### src/hdl/msc_pkg.sv
// ----------------------------------------------------------------------------
// msc_pkg
// Shared constants, register codes and configuration structs of the meter
// sample conditioner.
// ----------------------------------------------------------------------------
package msc_pkg;

    localparam int GAIN_W     = 16;
    localparam int OFFSET_W   = 24;
    localparam int LIMIT_W    = 23;
    localparam int CFG_ADDR_W = 3;
    localparam int CFG_DATA_W = 24;
    localparam int SEQ_W      = 32;
    localparam int STAMP_W    = 32;

    // full-scale spans in q.8, 100 A and 440 V
    localparam int SPAN_W = 17;
    localparam logic [SPAN_W-1:0] CURRENT_SPAN = 17'd25600;
    localparam logic [SPAN_W-1:0] VOLTAGE_SPAN = 17'd112640;

    localparam int GAIN_FRAC  = 12;
    localparam int GAIN_ROUND = 2048;

    // divide by 5 done as multiply by 51, then divide by 255
    localparam int AVG_FOLD_BITS = 8;
    localparam int AVG_MULT      = 51;

    // wide signed sum for offset and saturation
    localparam int SUM_W = 34;

    localparam logic [CFG_ADDR_W-1:0] REG_CURRENT_GAIN   = 3'd0;
    localparam logic [CFG_ADDR_W-1:0] REG_CURRENT_OFFSET = 3'd1;
    localparam logic [CFG_ADDR_W-1:0] REG_VOLTAGE_GAIN   = 3'd2;
    localparam logic [CFG_ADDR_W-1:0] REG_VOLTAGE_OFFSET = 3'd3;
    localparam logic [CFG_ADDR_W-1:0] REG_CURRENT_LIMIT  = 3'd4;
    localparam logic [CFG_ADDR_W-1:0] REG_VOLTAGE_LIMIT  = 3'd5;

    localparam logic [GAIN_W-1:0]   GAIN_RESET          = 16'd4096;
    localparam logic [OFFSET_W-1:0] OFFSET_RESET        = 24'd0;
    localparam logic [LIMIT_W-1:0]  CURRENT_LIMIT_RESET = 23'd25600;
    localparam logic [LIMIT_W-1:0]  VOLTAGE_LIMIT_RESET = 23'd112640;

    typedef struct packed {
        logic [GAIN_W-1:0]   current_gain;
        logic [OFFSET_W-1:0] current_offset;
        logic [GAIN_W-1:0]   voltage_gain;
        logic [OFFSET_W-1:0] voltage_offset;
    } front_cfg_t;

    typedef struct packed {
        logic [LIMIT_W-1:0] current_limit;
        logic [LIMIT_W-1:0] voltage_limit;
    } back_cfg_t;

endpackage

### src/hdl/msc_in_if.sv
// ----------------------------------------------------------------------------
// msc_in_if
// Sample pair channel: two converter samples and a millisecond stamp.
// ----------------------------------------------------------------------------
interface msc_in_if #(
    parameter int ADC_BITS = 12
) ();
    logic                         valid;
    logic                         ready;
    logic [ADC_BITS-1:0]          raw_current;
    logic [ADC_BITS-1:0]          raw_voltage;
    logic [msc_pkg::STAMP_W-1:0]  time_ms;

    modport source (output valid, raw_current, raw_voltage, time_ms, input ready);
    modport sink   (input valid, raw_current, raw_voltage, time_ms, output ready);
endinterface

### src/hdl/msc_out_if.sv
// ----------------------------------------------------------------------------
// msc_out_if
// Result channel: averaged values, anomaly flag, sequence number and stamp.
// ----------------------------------------------------------------------------
interface msc_out_if #(
    parameter int VALUE_WIDTH = 24
) ();
    logic                                valid;
    logic                                ready;
    logic signed [VALUE_WIDTH-1:0]       avg_current;
    logic signed [VALUE_WIDTH-1:0]       avg_voltage;
    logic                                anomaly;
    logic [msc_pkg::SEQ_W-1:0]           sequence_res;
    logic [msc_pkg::STAMP_W-1:0]         stamp_ms;

    modport source (output valid, avg_current, avg_voltage, anomaly, sequence_res,
                    stamp_ms, input ready);
    modport sink   (input valid, avg_current, avg_voltage, anomaly, sequence_res,
                    stamp_ms, output ready);
endinterface

### src/hdl/msc_cfg_if.sv
// ----------------------------------------------------------------------------
// msc_cfg_if
// Configuration write channel: register index and write data.
// ----------------------------------------------------------------------------
interface msc_cfg_if ();
    logic                             valid;
    logic                             ready;
    logic [msc_pkg::CFG_ADDR_W-1:0]   addr;
    logic [msc_pkg::CFG_DATA_W-1:0]   wdata;

    modport source (output valid, addr, wdata, input ready);
    modport sink   (input valid, addr, wdata, output ready);
endinterface

### src/hdl/msc_fold_div.sv
// ----------------------------------------------------------------------------
// msc_fold_div
// Iterative divider by 2^FOLD_BITS - 1. Each cycle folds the high part of
// the remainder onto the low part and adds it to the quotient.
// ----------------------------------------------------------------------------
module msc_fold_div #(
    parameter int FOLD_BITS = 8,
    parameter int DIV_W     = 32,
    parameter int QUO_W     = 24
) (
    input  logic              clk,
    input  logic              rst_n,
    input  logic              start,
    input  logic [DIV_W-1:0]  dividend,
    output logic              done,
    output logic [QUO_W-1:0]  quotient
);

    localparam int HIGH_W = DIV_W - FOLD_BITS;
    localparam logic [FOLD_BITS-1:0] DIVISOR = '1;

    logic              busy_reg, busy_next;
    logic              done_reg, done_next;
    logic [DIV_W-1:0]  rem_reg, rem_next;
    logic [QUO_W-1:0]  quo_reg, quo_next;
    logic [HIGH_W-1:0] high_part;
    logic [FOLD_BITS-1:0] low_part;

    assign high_part = rem_reg[DIV_W-1:FOLD_BITS];
    assign low_part  = rem_reg[FOLD_BITS-1:0];

    always_comb
    begin
        busy_next = busy_reg;
        done_next = 1'b0;
        rem_next  = rem_reg;
        quo_next  = quo_reg;
        if (start)
        begin
            busy_next = 1'b1;
            rem_next  = dividend;
            quo_next  = '0;
        end
        else if (busy_reg)
        begin
            if (high_part != '0)
            begin
                quo_next = quo_reg + QUO_W'(high_part);
                rem_next = DIV_W'(high_part) + DIV_W'(low_part);
            end
            else
            begin
                // remainder below 2^n, one step short only when it equals the divisor
                quo_next  = quo_reg + QUO_W'(low_part == DIVISOR);
                busy_next = 1'b0;
                done_next = 1'b1;
            end
        end
    end

    always_ff @(posedge clk or negedge rst_n)
    begin
        if (!rst_n)
        begin
            busy_reg <= 1'b0;
            done_reg <= 1'b0;
        end
        else
        begin
            busy_reg <= busy_next;
            done_reg <= done_next;
        end
    end

    always_ff @(posedge clk)
    begin
        rem_reg <= rem_next;
        quo_reg <= quo_next;
    end

    assign done     = done_reg;
    assign quotient = quo_reg;

endmodule

### src/hdl/msc_queue.sv
// ----------------------------------------------------------------------------
// msc_queue
// Short first-in first-out queue between the front and back sections.
// ----------------------------------------------------------------------------
module msc_queue #(
    parameter int WIDTH = 80,
    parameter int DEPTH = 2
) (
    input  logic              clk,
    input  logic              rst_n,
    input  logic              push_valid,
    output logic              push_ready,
    input  logic [WIDTH-1:0]  push_data,
    output logic              pop_valid,
    input  logic              pop_ready,
    output logic [WIDTH-1:0]  pop_data
);

    localparam int PTR_W = (DEPTH > 1) ? $clog2(DEPTH) : 1;
    localparam int CNT_W = $clog2(DEPTH + 1);

    logic [WIDTH-1:0] slot_reg [DEPTH];
    logic [PTR_W-1:0] wr_ptr_reg, wr_ptr_next;
    logic [PTR_W-1:0] rd_ptr_reg, rd_ptr_next;
    logic [CNT_W-1:0] count_reg, count_next;
    logic             push, pop;

    assign push_ready = (count_reg != CNT_W'(DEPTH));
    assign pop_valid  = (count_reg != '0);
    assign push       = push_valid && push_ready;
    assign pop        = pop_valid && pop_ready;
    assign pop_data   = slot_reg[rd_ptr_reg];

    always_comb
    begin
        wr_ptr_next = wr_ptr_reg;
        rd_ptr_next = rd_ptr_reg;
        if (push)
        begin
            wr_ptr_next = (wr_ptr_reg == PTR_W'(DEPTH - 1)) ? '0 : wr_ptr_reg + 1'b1;
        end
        if (pop)
        begin
            rd_ptr_next = (rd_ptr_reg == PTR_W'(DEPTH - 1)) ? '0 : rd_ptr_reg + 1'b1;
        end
        count_next = count_reg + CNT_W'(push) - CNT_W'(pop);
    end

    always_ff @(posedge clk or negedge rst_n)
    begin
        if (!rst_n)
        begin
            wr_ptr_reg <= '0;
            rd_ptr_reg <= '0;
            count_reg  <= '0;
        end
        else
        begin
            wr_ptr_reg <= wr_ptr_next;
            rd_ptr_reg <= rd_ptr_next;
            count_reg  <= count_next;
        end
    end

    always_ff @(posedge clk)
    begin
        if (push)
        begin
            slot_reg[wr_ptr_reg] <= push_data;
        end
    end

endmodule

### src/hdl/msc_front.sv
// ----------------------------------------------------------------------------
// msc_front
// Accepts a sample pair and conditions both channels: full-scale scaling,
// gain, offset and saturation, one channel after the other on one
// multiplier and one folding divider.
// ----------------------------------------------------------------------------
module msc_front #(
    parameter int ADC_BITS    = 12,
    parameter int VALUE_WIDTH = 24
) (
    input  logic                                     clk,
    input  logic                                     rst_n,
    msc_in_if.sink                                   in_ch,
    input  msc_pkg::front_cfg_t                      cfg,
    output logic                                     push_valid,
    input  logic                                     push_ready,
    output logic [2*VALUE_WIDTH+msc_pkg::STAMP_W-1:0] push_data
);
    import msc_pkg::*;

    localparam int FULL_SCALE = (1 << ADC_BITS) - 1;
    localparam int HALF_FS    = FULL_SCALE / 2;
    localparam int PROD_W     = 2 * SPAN_W;
    localparam int DIV_W      = ADC_BITS + SPAN_W;
    localparam int GAINED_W   = PROD_W - GAIN_FRAC;
    localparam longint VAL_MAX_I = (longint'(1) << (VALUE_WIDTH - 1)) - 1;
    localparam logic signed [SUM_W-1:0] VAL_MAX = SUM_W'(VAL_MAX_I);
    localparam logic signed [SUM_W-1:0] VAL_MIN = SUM_W'(-VAL_MAX_I - 1);

    localparam logic [2:0] ST_IDLE   = 3'd0;
    localparam logic [2:0] ST_SCALE  = 3'd1;
    localparam logic [2:0] ST_START  = 3'd2;
    localparam logic [2:0] ST_WAIT   = 3'd3;
    localparam logic [2:0] ST_GAIN   = 3'd4;
    localparam logic [2:0] ST_OFFSET = 3'd5;
    localparam logic [2:0] ST_PUSH   = 3'd6;

    logic [2:0]                    state_reg, state_next;
    logic                          chan_reg, chan_next;
    logic [ADC_BITS-1:0]           raw_cur_reg, raw_cur_next;
    logic [ADC_BITS-1:0]           raw_volt_reg, raw_volt_next;
    logic [STAMP_W-1:0]            stamp_reg, stamp_next;
    logic [PROD_W-1:0]             prod_reg, prod_next;
    logic [VALUE_WIDTH-1:0]        x_cur_reg, x_cur_next;
    logic [VALUE_WIDTH-1:0]        x_volt_reg, x_volt_next;

    logic                          div_start;
    logic [DIV_W-1:0]              div_dividend;
    logic                          div_done;
    logic [SPAN_W-1:0]             div_quotient;

    logic [ADC_BITS-1:0]           raw_sel;
    logic [SPAN_W-1:0]             span_sel;
    logic [GAIN_W-1:0]             gain_sel;
    logic signed [OFFSET_W-1:0]    off_sel;
    logic [SPAN_W-1:0]             mul_a, mul_b;
    logic [PROD_W-1:0]             rounded;
    logic [GAINED_W-1:0]           gained;
    logic signed [SUM_W-1:0]       sum;
    logic signed [SUM_W-1:0]       sat;

    msc_fold_div #(
        .FOLD_BITS (ADC_BITS),
        .DIV_W     (DIV_W),
        .QUO_W     (SPAN_W)
    ) u_div (
        .clk      (clk),
        .rst_n    (rst_n),
        .start    (div_start),
        .dividend (div_dividend),
        .done     (div_done),
        .quotient (div_quotient)
    );

    assign raw_sel  = chan_reg ? raw_volt_reg : raw_cur_reg;
    assign span_sel = chan_reg ? VOLTAGE_SPAN : CURRENT_SPAN;
    assign gain_sel = chan_reg ? cfg.voltage_gain : cfg.current_gain;
    assign off_sel  = $signed(chan_reg ? cfg.voltage_offset : cfg.current_offset);

    // shared multiplier: sample times span, then scaled value times gain
    assign mul_a = (state_reg == ST_SCALE) ? SPAN_W'(raw_sel) : div_quotient;
    assign mul_b = (state_reg == ST_SCALE) ? span_sel : SPAN_W'(gain_sel);

    assign div_start    = (state_reg == ST_START);
    assign div_dividend = DIV_W'(prod_reg) + DIV_W'(HALF_FS);

    assign rounded = prod_reg + PROD_W'(GAIN_ROUND);
    assign gained  = rounded[PROD_W-1:GAIN_FRAC];
    assign sum     = SUM_W'(off_sel) + $signed(SUM_W'(gained));

    always_comb
    begin
        if (sum > VAL_MAX)
        begin
            sat = VAL_MAX;
        end
        else if (sum < VAL_MIN)
        begin
            sat = VAL_MIN;
        end
        else
        begin
            sat = sum;
        end
    end

    assign in_ch.ready = (state_reg == ST_IDLE);
    assign push_valid  = (state_reg == ST_PUSH);
    assign push_data   = {x_cur_reg, x_volt_reg, stamp_reg};

    always_comb
    begin
        state_next    = state_reg;
        chan_next     = chan_reg;
        raw_cur_next  = raw_cur_reg;
        raw_volt_next = raw_volt_reg;
        stamp_next    = stamp_reg;
        prod_next     = prod_reg;
        x_cur_next    = x_cur_reg;
        x_volt_next   = x_volt_reg;
        case (state_reg)
            ST_IDLE:
            begin
                if (in_ch.valid)
                begin
                    raw_cur_next  = in_ch.raw_current;
                    raw_volt_next = in_ch.raw_voltage;
                    stamp_next    = in_ch.time_ms;
                    chan_next     = 1'b0;
                    state_next    = ST_SCALE;
                end
            end
            ST_SCALE:
            begin
                prod_next  = {{SPAN_W{1'b0}}, mul_a} * {{SPAN_W{1'b0}}, mul_b};
                state_next = ST_START;
            end
            ST_START:
            begin
                state_next = ST_WAIT;
            end
            ST_WAIT:
            begin
                if (div_done)
                begin
                    state_next = ST_GAIN;
                end
            end
            ST_GAIN:
            begin
                prod_next  = {{SPAN_W{1'b0}}, mul_a} * {{SPAN_W{1'b0}}, mul_b};
                state_next = ST_OFFSET;
            end
            ST_OFFSET:
            begin
                if (!chan_reg)
                begin
                    x_cur_next = sat[VALUE_WIDTH-1:0];
                    chan_next  = 1'b1;
                    state_next = ST_SCALE;
                end
                else
                begin
                    x_volt_next = sat[VALUE_WIDTH-1:0];
                    state_next  = ST_PUSH;
                end
            end
            ST_PUSH:
            begin
                if (push_ready)
                begin
                    state_next = ST_IDLE;
                end
            end
            default:
            begin
                state_next = ST_IDLE;
            end
        endcase
    end

    always_ff @(posedge clk or negedge rst_n)
    begin
        if (!rst_n)
        begin
            state_reg <= ST_IDLE;
            chan_reg  <= 1'b0;
        end
        else
        begin
            state_reg <= state_next;
            chan_reg  <= chan_next;
        end
    end

    always_ff @(posedge clk)
    begin
        raw_cur_reg  <= raw_cur_next;
        raw_volt_reg <= raw_volt_next;
        stamp_reg    <= stamp_next;
        prod_reg     <= prod_next;
        x_cur_reg    <= x_cur_next;
        x_volt_reg   <= x_volt_next;
    end

endmodule

### src/hdl/msc_back.sv
// ----------------------------------------------------------------------------
// msc_back
// Exponential average with alpha 1/5, range check, sequence numbering and
// the output register.
// ----------------------------------------------------------------------------
module msc_back #(
    parameter int VALUE_WIDTH = 24
) (
    input  logic                                      clk,
    input  logic                                      rst_n,
    input  logic                                      pop_valid,
    output logic                                      pop_ready,
    input  logic [2*VALUE_WIDTH+msc_pkg::STAMP_W-1:0] pop_data,
    input  msc_pkg::back_cfg_t                        cfg,
    msc_out_if.source                                 out_ch
);
    import msc_pkg::*;

    // biased numerator x + 4*avg + 2 + 5*2^(w-1) is never negative
    localparam int NUM_W = VALUE_WIDTH + 3;
    localparam int DIV_W = VALUE_WIDTH + 8;
    localparam int CMP_W = (VALUE_WIDTH > LIMIT_W) ? VALUE_WIDTH : LIMIT_W;
    localparam logic [NUM_W-1:0] BIAS5 = NUM_W'(5) << (VALUE_WIDTH - 1);

    localparam logic [2:0] BK_IDLE = 3'd0;
    localparam logic [2:0] BK_FORM = 3'd1;
    localparam logic [2:0] BK_DIV  = 3'd2;
    localparam logic [2:0] BK_WAIT = 3'd3;
    localparam logic [2:0] BK_OUT  = 3'd4;

    logic [2:0]                    state_reg, state_next;
    logic                          chan_reg, chan_next;
    logic                          loaded_reg, loaded_next;
    logic signed [VALUE_WIDTH-1:0] avg_cur_reg, avg_cur_next;
    logic signed [VALUE_WIDTH-1:0] avg_volt_reg, avg_volt_next;
    logic [SEQ_W-1:0]              seq_reg, seq_next;
    logic signed [VALUE_WIDTH-1:0] x_cur_reg, x_cur_next;
    logic signed [VALUE_WIDTH-1:0] x_volt_reg, x_volt_next;
    logic [STAMP_W-1:0]            stamp_reg, stamp_next;
    logic [NUM_W-1:0]              num_reg, num_next;

    logic                          out_valid_reg, out_valid_next;
    logic signed [VALUE_WIDTH-1:0] out_cur_reg, out_cur_next;
    logic signed [VALUE_WIDTH-1:0] out_volt_reg, out_volt_next;
    logic                          out_bad_reg, out_bad_next;
    logic [SEQ_W-1:0]              out_seq_reg, out_seq_next;
    logic [STAMP_W-1:0]            out_stamp_reg, out_stamp_next;

    logic signed [VALUE_WIDTH-1:0] x_sel, avg_sel, avg_new;
    logic                          div_start;
    logic [DIV_W-1:0]              div_dividend;
    logic                          div_done;
    logic [VALUE_WIDTH-1:0]        div_quotient;
    logic                          cur_bad, volt_bad, bad, load_out;

    msc_fold_div #(
        .FOLD_BITS (AVG_FOLD_BITS),
        .DIV_W     (DIV_W),
        .QUO_W     (VALUE_WIDTH)
    ) u_div (
        .clk      (clk),
        .rst_n    (rst_n),
        .start    (div_start),
        .dividend (div_dividend),
        .done     (div_done),
        .quotient (div_quotient)
    );

    assign x_sel   = chan_reg ? x_volt_reg : x_cur_reg;
    assign avg_sel = chan_reg ? avg_volt_reg : avg_cur_reg;

    // n/5 = 51n/255
    assign div_start    = (state_reg == BK_DIV);
    assign div_dividend = DIV_W'(num_reg) * DIV_W'(AVG_MULT);

    // remove the bias again
    assign avg_new = $signed({~div_quotient[VALUE_WIDTH-1], div_quotient[VALUE_WIDTH-2:0]});

    assign cur_bad  = avg_cur_reg[VALUE_WIDTH-1] ||
                      (CMP_W'(avg_cur_reg[VALUE_WIDTH-2:0]) > CMP_W'(cfg.current_limit));
    assign volt_bad = avg_volt_reg[VALUE_WIDTH-1] ||
                      (CMP_W'(avg_volt_reg[VALUE_WIDTH-2:0]) > CMP_W'(cfg.voltage_limit));
    assign bad      = cur_bad || volt_bad;

    assign pop_ready = (state_reg == BK_IDLE);
    assign load_out  = (state_reg == BK_OUT) && (!out_valid_reg || out_ch.ready);

    always_comb
    begin
        state_next    = state_reg;
        chan_next     = chan_reg;
        loaded_next   = loaded_reg;
        avg_cur_next  = avg_cur_reg;
        avg_volt_next = avg_volt_reg;
        seq_next      = seq_reg;
        x_cur_next    = x_cur_reg;
        x_volt_next   = x_volt_reg;
        stamp_next    = stamp_reg;
        num_next      = num_reg;
        case (state_reg)
            BK_IDLE:
            begin
                if (pop_valid)
                begin
                    x_cur_next  = $signed(pop_data[2*VALUE_WIDTH+STAMP_W-1:VALUE_WIDTH+STAMP_W]);
                    x_volt_next = $signed(pop_data[VALUE_WIDTH+STAMP_W-1:STAMP_W]);
                    stamp_next  = pop_data[STAMP_W-1:0];
                    chan_next   = 1'b0;
                    if (!loaded_reg)
                    begin
                        // first pair loads the averages directly
                        avg_cur_next  = $signed(pop_data[2*VALUE_WIDTH+STAMP_W-1:VALUE_WIDTH+STAMP_W]);
                        avg_volt_next = $signed(pop_data[VALUE_WIDTH+STAMP_W-1:STAMP_W]);
                        loaded_next   = 1'b1;
                        state_next    = BK_OUT;
                    end
                    else
                    begin
                        state_next = BK_FORM;
                    end
                end
            end
            BK_FORM:
            begin
                num_next   = NUM_W'(x_sel) + (NUM_W'(avg_sel) << 2) + NUM_W'(2) + BIAS5;
                state_next = BK_DIV;
            end
            BK_DIV:
            begin
                state_next = BK_WAIT;
            end
            BK_WAIT:
            begin
                if (div_done)
                begin
                    if (!chan_reg)
                    begin
                        avg_cur_next = avg_new;
                        chan_next    = 1'b1;
                        state_next   = BK_FORM;
                    end
                    else
                    begin
                        avg_volt_next = avg_new;
                        state_next    = BK_OUT;
                    end
                end
            end
            BK_OUT:
            begin
                if (load_out)
                begin
                    if (!bad)
                    begin
                        seq_next = seq_reg + 1'b1;
                    end
                    state_next = BK_IDLE;
                end
            end
            default:
            begin
                state_next = BK_IDLE;
            end
        endcase
    end

    always_comb
    begin
        out_valid_next = out_valid_reg;
        out_cur_next   = out_cur_reg;
        out_volt_next  = out_volt_reg;
        out_bad_next   = out_bad_reg;
        out_seq_next   = out_seq_reg;
        out_stamp_next = out_stamp_reg;
        if (load_out)
        begin
            out_valid_next = 1'b1;
            out_cur_next   = avg_cur_reg;
            out_volt_next  = avg_volt_reg;
            out_bad_next   = bad;
            out_seq_next   = bad ? '0 : seq_reg;
            out_stamp_next = stamp_reg;
        end
        else if (out_ch.ready)
        begin
            out_valid_next = 1'b0;
        end
    end

    always_ff @(posedge clk or negedge rst_n)
    begin
        if (!rst_n)
        begin
            state_reg     <= BK_IDLE;
            chan_reg      <= 1'b0;
            loaded_reg    <= 1'b0;
            avg_cur_reg   <= '0;
            avg_volt_reg  <= '0;
            seq_reg       <= '0;
            out_valid_reg <= 1'b0;
        end
        else
        begin
            state_reg     <= state_next;
            chan_reg      <= chan_next;
            loaded_reg    <= loaded_next;
            avg_cur_reg   <= avg_cur_next;
            avg_volt_reg  <= avg_volt_next;
            seq_reg       <= seq_next;
            out_valid_reg <= out_valid_next;
        end
    end

    always_ff @(posedge clk)
    begin
        x_cur_reg     <= x_cur_next;
        x_volt_reg    <= x_volt_next;
        stamp_reg     <= stamp_next;
        num_reg       <= num_next;
        out_cur_reg   <= out_cur_next;
        out_volt_reg  <= out_volt_next;
        out_bad_reg   <= out_bad_next;
        out_seq_reg   <= out_seq_next;
        out_stamp_reg <= out_stamp_next;
    end

    assign out_ch.valid        = out_valid_reg;
    assign out_ch.avg_current  = out_cur_reg;
    assign out_ch.avg_voltage  = out_volt_reg;
    assign out_ch.anomaly      = out_bad_reg;
    assign out_ch.sequence_res = out_seq_reg;
    assign out_ch.stamp_ms     = out_stamp_reg;

endmodule

### src/hdl/meter_sample_conditioner_top.sv
// ----------------------------------------------------------------------------
// meter_sample_conditioner_top
// Conditions current and voltage sample pairs: scaling, gain, offset,
// exponential average and range check, with configuration registers.
//
// channel   role    word
// in_ch     sink    raw_current, raw_voltage, time_ms
// out_ch    source  avg_current, avg_voltage, anomaly, sequence_res, stamp_ms
// cfg_ch    sink    addr, wdata (register write, always ready)
//
// front and back sections run one word at a time, the back loading the first pair
// straight into its averages; how long a word takes depends on the folding divider loops
// a two-word queue between them lets the front take the next pair meanwhile
// the output register frees the back while a result waits to be taken
// reset clears averages, sequence count and registers to their defaults
// ----------------------------------------------------------------------------
module meter_sample_conditioner_top #(
    parameter int ADC_BITS    = 12,
    parameter int VALUE_WIDTH = 24
) (
    input  logic       clk,
    input  logic       rst_n,
    msc_in_if.sink     in_ch,
    msc_out_if.source  out_ch,
    msc_cfg_if.sink    cfg_ch
);
    import msc_pkg::*;

    localparam int WORD_W = 2 * VALUE_WIDTH + STAMP_W;
    localparam int QUEUE_DEPTH = 2;

    logic [GAIN_W-1:0]   cur_gain_reg, cur_gain_next;
    logic [OFFSET_W-1:0] cur_off_reg, cur_off_next;
    logic [GAIN_W-1:0]   volt_gain_reg, volt_gain_next;
    logic [OFFSET_W-1:0] volt_off_reg, volt_off_next;
    logic [LIMIT_W-1:0]  cur_lim_reg, cur_lim_next;
    logic [LIMIT_W-1:0]  volt_lim_reg, volt_lim_next;

    front_cfg_t          front_cfg;
    back_cfg_t           back_cfg;

    logic                q_push_valid, q_push_ready;
    logic [WORD_W-1:0]   q_push_data;
    logic                q_pop_valid, q_pop_ready;
    logic [WORD_W-1:0]   q_pop_data;

    assign cfg_ch.ready = 1'b1;

    always_comb
    begin
        cur_gain_next  = cur_gain_reg;
        cur_off_next   = cur_off_reg;
        volt_gain_next = volt_gain_reg;
        volt_off_next  = volt_off_reg;
        cur_lim_next   = cur_lim_reg;
        volt_lim_next  = volt_lim_reg;
        if (cfg_ch.valid)
        begin
            case (cfg_ch.addr)
                REG_CURRENT_GAIN:   cur_gain_next  = cfg_ch.wdata[GAIN_W-1:0];
                REG_CURRENT_OFFSET: cur_off_next   = cfg_ch.wdata[OFFSET_W-1:0];
                REG_VOLTAGE_GAIN:   volt_gain_next = cfg_ch.wdata[GAIN_W-1:0];
                REG_VOLTAGE_OFFSET: volt_off_next  = cfg_ch.wdata[OFFSET_W-1:0];
                REG_CURRENT_LIMIT:  cur_lim_next   = cfg_ch.wdata[LIMIT_W-1:0];
                REG_VOLTAGE_LIMIT:  volt_lim_next  = cfg_ch.wdata[LIMIT_W-1:0];
                default:
                begin
                end
            endcase
        end
    end

    always_ff @(posedge clk or negedge rst_n)
    begin
        if (!rst_n)
        begin
            cur_gain_reg  <= GAIN_RESET;
            cur_off_reg   <= OFFSET_RESET;
            volt_gain_reg <= GAIN_RESET;
            volt_off_reg  <= OFFSET_RESET;
            cur_lim_reg   <= CURRENT_LIMIT_RESET;
            volt_lim_reg  <= VOLTAGE_LIMIT_RESET;
        end
        else
        begin
            cur_gain_reg  <= cur_gain_next;
            cur_off_reg   <= cur_off_next;
            volt_gain_reg <= volt_gain_next;
            volt_off_reg  <= volt_off_next;
            cur_lim_reg   <= cur_lim_next;
            volt_lim_reg  <= volt_lim_next;
        end
    end

    assign front_cfg.current_gain   = cur_gain_reg;
    assign front_cfg.current_offset = cur_off_reg;
    assign front_cfg.voltage_gain   = volt_gain_reg;
    assign front_cfg.voltage_offset = volt_off_reg;
    assign back_cfg.current_limit   = cur_lim_reg;
    assign back_cfg.voltage_limit   = volt_lim_reg;

    msc_front #(
        .ADC_BITS    (ADC_BITS),
        .VALUE_WIDTH (VALUE_WIDTH)
    ) u_front (
        .clk        (clk),
        .rst_n      (rst_n),
        .in_ch      (in_ch),
        .cfg        (front_cfg),
        .push_valid (q_push_valid),
        .push_ready (q_push_ready),
        .push_data  (q_push_data)
    );

    msc_queue #(
        .WIDTH (WORD_W),
        .DEPTH (QUEUE_DEPTH)
    ) u_queue (
        .clk        (clk),
        .rst_n      (rst_n),
        .push_valid (q_push_valid),
        .push_ready (q_push_ready),
        .push_data  (q_push_data),
        .pop_valid  (q_pop_valid),
        .pop_ready  (q_pop_ready),
        .pop_data   (q_pop_data)
    );

    msc_back #(
        .VALUE_WIDTH (VALUE_WIDTH)
    ) u_back (
        .clk       (clk),
        .rst_n     (rst_n),
        .pop_valid (q_pop_valid),
        .pop_ready (q_pop_ready),
        .pop_data  (q_pop_data),
        .cfg       (back_cfg),
        .out_ch    (out_ch)
    );

    // an anomaly never carries a sequence number
    a_anomaly_no_seq: assert property (@(posedge clk) disable iff (!rst_n)
        out_ch.valid && out_ch.anomaly |-> out_ch.sequence_res == '0)
        else $error("anomaly word carries a sequence number");

    // an accepted reading has non-negative averages
    a_good_nonneg: assert property (@(posedge clk) disable iff (!rst_n)
        out_ch.valid && !out_ch.anomaly |->
        !out_ch.avg_current[VALUE_WIDTH-1] && !out_ch.avg_voltage[VALUE_WIDTH-1])
        else $error("accepted reading with negative average");

    // front takes one pair at a time
    a_front_single: assert property (@(posedge clk) disable iff (!rst_n)
        in_ch.valid && in_ch.ready |=> !in_ch.ready)
        else $error("front accepted two pairs in a row");

    // front never offers a word while it is taking a pair
    a_push_busy: assert property (@(posedge clk) disable iff (!rst_n)
        q_push_valid |-> !in_ch.ready)
        else $error("front pushes while idle");

endmodule
### src/flat_wrapper.sv
// flat-port wrapper written by rule: the top's interface ports become plain ports
module meter_sample_conditioner_top_flat import msc_pkg::*;
#(
    parameter int ADC_BITS    = 12,
    parameter int VALUE_WIDTH = 24
)
  (clk, rst_n, in_ch_valid, in_ch_raw_current, in_ch_raw_voltage, in_ch_time_ms, in_ch_ready, out_ch_valid, out_ch_avg_current, out_ch_avg_voltage, out_ch_anomaly, out_ch_sequence_res, out_ch_stamp_ms, out_ch_ready, cfg_ch_valid, cfg_ch_addr, cfg_ch_wdata, cfg_ch_ready);
  msc_in_if #(.ADC_BITS(ADC_BITS)) in_ch_i ();
  msc_out_if #(.VALUE_WIDTH(VALUE_WIDTH)) out_ch_i ();
  msc_cfg_if cfg_ch_i ();
  input  logic clk;
  input  logic rst_n;
  input wire logic [$bits(in_ch_i.valid)-1:0] in_ch_valid;
  input wire logic [$bits(in_ch_i.raw_current)-1:0] in_ch_raw_current;
  input wire logic [$bits(in_ch_i.raw_voltage)-1:0] in_ch_raw_voltage;
  input wire logic [$bits(in_ch_i.time_ms)-1:0] in_ch_time_ms;
  output wire logic [$bits(in_ch_i.ready)-1:0] in_ch_ready;
  output wire logic [$bits(out_ch_i.valid)-1:0] out_ch_valid;
  output wire logic [$bits(out_ch_i.avg_current)-1:0] out_ch_avg_current;
  output wire logic [$bits(out_ch_i.avg_voltage)-1:0] out_ch_avg_voltage;
  output wire logic [$bits(out_ch_i.anomaly)-1:0] out_ch_anomaly;
  output wire logic [$bits(out_ch_i.sequence_res)-1:0] out_ch_sequence_res;
  output wire logic [$bits(out_ch_i.stamp_ms)-1:0] out_ch_stamp_ms;
  input wire logic [$bits(out_ch_i.ready)-1:0] out_ch_ready;
  input wire logic [$bits(cfg_ch_i.valid)-1:0] cfg_ch_valid;
  input wire logic [$bits(cfg_ch_i.addr)-1:0] cfg_ch_addr;
  input wire logic [$bits(cfg_ch_i.wdata)-1:0] cfg_ch_wdata;
  output wire logic [$bits(cfg_ch_i.ready)-1:0] cfg_ch_ready;
  assign in_ch_i.valid = in_ch_valid;
  assign in_ch_i.raw_current = in_ch_raw_current;
  assign in_ch_i.raw_voltage = in_ch_raw_voltage;
  assign in_ch_i.time_ms = in_ch_time_ms;
  assign in_ch_ready = in_ch_i.ready;
  assign out_ch_valid = out_ch_i.valid;
  assign out_ch_avg_current = out_ch_i.avg_current;
  assign out_ch_avg_voltage = out_ch_i.avg_voltage;
  assign out_ch_anomaly = out_ch_i.anomaly;
  assign out_ch_sequence_res = out_ch_i.sequence_res;
  assign out_ch_stamp_ms = out_ch_i.stamp_ms;
  assign out_ch_i.ready = out_ch_ready;
  assign cfg_ch_i.valid = cfg_ch_valid;
  assign cfg_ch_i.addr = cfg_ch_addr;
  assign cfg_ch_i.wdata = cfg_ch_wdata;
  assign cfg_ch_ready = cfg_ch_i.ready;
  meter_sample_conditioner_top #(.ADC_BITS(ADC_BITS), .VALUE_WIDTH(VALUE_WIDTH)) u_core (.clk(clk), .rst_n(rst_n), .in_ch(in_ch_i), .out_ch(out_ch_i), .cfg_ch(cfg_ch_i));
endmodule
### config.mk
export PLATFORM = sky130hd
export DESIGN_NAME = meter_sample_conditioner_top_flat
export DESIGN_NICKNAME = d
export VERILOG_FILES = /design/src/hdl/msc_pkg.sv /design/src/hdl/msc_in_if.sv /design/src/hdl/msc_out_if.sv /design/src/hdl/msc_cfg_if.sv /design/src/hdl/msc_fold_div.sv /design/src/hdl/msc_queue.sv /design/src/hdl/msc_front.sv /design/src/hdl/msc_back.sv /design/src/hdl/meter_sample_conditioner_top.sv /design/src/flat_wrapper.sv
export SDC_FILE = /design/constraint.sdc
export NUM_CORES = 2
export LEC_CHECK = 0
export BUFFER_PORTS_ARGS = -buffer_cell sky130_fd_sc_hd__buf_2
export CAP_MARGIN = 5
export CORE_ASPECT_RATIO = 1.75
export CORE_UTILIZATION = 50
export DETAILED_ROUTE_END_ITERATION = 7
export PLACE_DENSITY_LB_ADDON = 0.3
export SYNTH_ARGS = -nofsm -noshare
export SYNTH_HDL_FRONTEND = slang
export SYNTH_HIERARCHICAL = 1
export SYNTH_SLANG_ARGS = --single-unit
### constraint.sdc
create_clock -name clk -period 7.69 [get_ports clk]
set_input_delay 0.3845 -clock clk [delete_from_list [all_inputs] [get_ports clk]]
set_output_delay 0.3845 -clock clk [all_outputs]
set_load 0.005 [all_outputs]
==> results.yml <==
outcome:
  status: "finished, final reports clean"
sta:
  fin_ws_ns: 0.282
  setup_viol: 0
  rsz0062_at_grt: "false"
  period_minus_slack_ns: 7.41
  fin_crit_sh_pct: 96.3
  maxSlewViolCount: 0
  hold_violations: 0
  slew_headroom_pct: 21.2
  fin_skew_ns: 0.0546
  max_freq_mhz: 135
  fin_tns_setup_ns: 0
  worstMarginPinSlew_ns: 1.17
drt:
  wl_per_cell_um: 23.4
  vias: 36100
  wl_um: 149000
  vias_per_cell: 5.68
  wl_met2_um: 80600
  routed.top_layer: "met5"
  drcViolationCount: 0
  wl_met1_um: 49300
  met3WireLength_um: 5650
  drt_iter0_drc: 1945
  drtPass1Iterations: 6
  ant_nets: 0
global_route:
  grt_overflow: 0
  grt_max_degree: 146
  antenna_found_initial: 7
  grt_pass1_wl_um: 224000
  grt_pass1_vias: 38100
  grtUsageTotal_pct: 28.2
layout:
  drive_gt1_share_pct: 16.8
  fillCellCount: 8978
  fin_nets: 5646
  largest_register_ff_count: 160
  area_delta_synth_final_pct: 11.8
  final_area_sq_um: 59300
  final_cells: 6355
synth:
  synth.yosys.seq_area_share_pct: 44.9
  yosysTopAreaCell: "edfxtp_1"
  yosysWarnings: 6
  syn_inst: 4661
  ys_types: 115
  async_flop_share_pct: 26.5
  synth_commonest_cells: "edfxtp_1 (579), inv_1 (505), nand2_1 (363)"
  yosys-top-cells-area: "edfxtp_1 (33%), dfrtp_1 (10%), fa_1 (9.9%)"
  synth_edf_count: 579
  syn_area_per_cell_sq_um: 11.4
  syn-cell-area_sq_um: 53000
  yosysMostFrequentCell: "edfxtp_1"
  ys.flop_type: "edfxtp_1"
  synth_seq_cells: 844
  synth_top_area_share_pct: 32.8
critical_path:
  worstSetupPathType: "reg -> reg"
  slowest_stage: "nor2_1"
  cpMostUsedCell: "fa_1"
  path_max_fanout: 12
  start_kind: "flop"
  cp_cell_sequence: "nor2_1, and2_2, buf_4, nor2_1, nor2_1, nor2_1, fa_1, inv_1, fa_1, fa_1, fa_1, fa_1, fa_1, inv_1, ha_1, o21a_1, o21ai_0, a31oi_1, a21o_1, o311ai_1, mux2_2, a21oi_1"
  worst-endpoint-required_ns: 8.21
  crit_path_end_kind: "flop"
  critical-path-max-stage-delay_ns: 0.60
  critPathArrivalTime_ns: 7.93
place:
  placed_cell_area_sq_um: 55900
  dp.cells: 6143
  place_congestion: 1.02
  dpl.hpwl_um: 118000
  port_buffers: 202
  pre_cts_slack_ns: 0.109
cts:
  post_cts_buffers: 0
  cts_buffers: 77
  h-tree-depth: 3
  clk_latency_ns: 0.68
  path_clk_slew_ns: 0.07
  clock-sinks: 844
  ctsRootBufferMaster: "clkbuf_16"
  cts_tree: "built"
  cts.path.max_buffers: 3
floorplan:
  io_pins: 204
  start_util_pct: 50.6
  die_h_um: 433
  rows: 157
  die-area_sq_um: 107000
  core_area_sq_um: 105000
  die_w_um: 248
worst_hold_path:
  hold_class: "in -> reg"
job:
  cap_viol_max_count: 0
-- cell usage in the layout (no fill, tap or decap), types with 32 or more instances in the layout --
master | netlist | final
a21o_1 | 81 | 81
ha_1 | 362 | 362
mux2_4 | 79 | 79
and3_1 | 61 | 60
fa_1 | 263 | 263
a211oi_1 | 34 | 33
buf_2 | 19 | 201
edfxtp_1 | 579 | 579
buf_4 | 7 | 106
nor3_1 | 59 | 58
dfxtp_1 | 41 | 41
xnor2_1 | 128 | 128
mux2_2 | 210 | 210
dfrtp_1 | 214 | 211
o21ai_0 | 131 | 127
nand4_1 | 47 | 47
xor2_1 | 109 | 109
nand2_1 | 363 | 362
inv_1 | 505 | 503
mux2i_1 | 32 | 32
dlygate4sd3_1 | 0 | 62
clkbuf_16 | 0 | 78
and2_1 | 94 | 92
nor2_1 | 325 | 322
a21oi_1 | 258 | 258
nand3_1 | 73 | 73
o21a_1 | 34 | 33
-- per-stage QoR --
stage               hold slack (ns)  util (%)
CTS                         0.00883      56.5
global placement              0.402      53.2
detailed placement            0.405      53.2
floorplan                    0.0889         -
global route                 0.0287      56.5
finish                       0.0351      56.5
-- path summary, 6_finish.rpt --
kind                                                         start                                  endpoint  slack [ns]  depth (start not counted)
max reg2reg                u_core/u_front/state_reg[1]$_DFFE_PN0P_     u_core/u_front/prod_reg[31]$_DFFE_PP_        0.28                         22
min reg2reg                 u_core/u_front/x_volt_reg[9]$_DFFE_PP_  u_core/u_queue/slot_reg[0][41]$_DFFE_PP_        0.40                          0
min in group asynchronous                                    rst_n       u_core/u_front/u_div/done$_DFF_PN0_        0.27                          2
max in group asynchronous                                    rst_n        u_core/cur_off_reg[19]$_DFFE_PN0P_        5.99                          3
min                                               cfg_ch_wdata[18]        u_core/cur_lim_reg[18]$_DFFE_PN0P_        0.04                          2
max                        u_core/u_front/state_reg[1]$_DFFE_PN0P_     u_core/u_front/prod_reg[31]$_DFFE_PP_        0.28                         22
-- metal layers --
metal  vias up  GRT usage [%]
li1      16700              -
met1     17900           27.3
met2      1028           53.2
met3       463           3.81
met4         6           21.3
met5         -              0
-- worst max-delay path: cells and delay by family, from the launching register on --
kind	cells	cell delay (ns)
AOI/OAI and AO/OA	6	1.21
adders and majority gates	7	3.57
buffers and inverters	3	0.30
DFF	1	0.37
muxes	1	0.37
and+or+nand+nor	5	1.42
-- area by class of cell --
cell class	count	area, sq um	share of cell area (%)
flip-flops and latches	844	23800	40.2
multi-input cells	3129	26600	44.8
clock inverters	53	721	1.22
diodes	6	15.0	0.0253
clock buffers	91	2040	3.44
inverters	507	1910	3.22
repair buffers	374	2520	4.25
well taps	1351	1690	2.85
-- cells by family (layout without fill, tap and decap cells) --
kind of cell	count (synthesis)	after routing	share of synthesized area, %
buffers and inverters	691	1025	5.28
flip-flops	844	844	44.9
other	3	12	0.0212
XOR/XNOR	237	237	3.91
adder cells (fa/ha/maj)	625	625	18.5
AO/OA/AOI/OAI	734	734	8.84
AND/OR/NAND/NOR	1204	1204	11.2
multiplexers	323	323	7.34
-- what timing repair did --
item | in CTS | in global routing
endpoints found under the setup margin | 0 | 11
resized for setup | 0 | 15
hold buffers | 62 | 0
hold endpoints to repair | 148 | 0
Power is left out: the tool's default activity adds up to more than one toggle a clock period on the data nets, which glitch-free logic cannot reach.
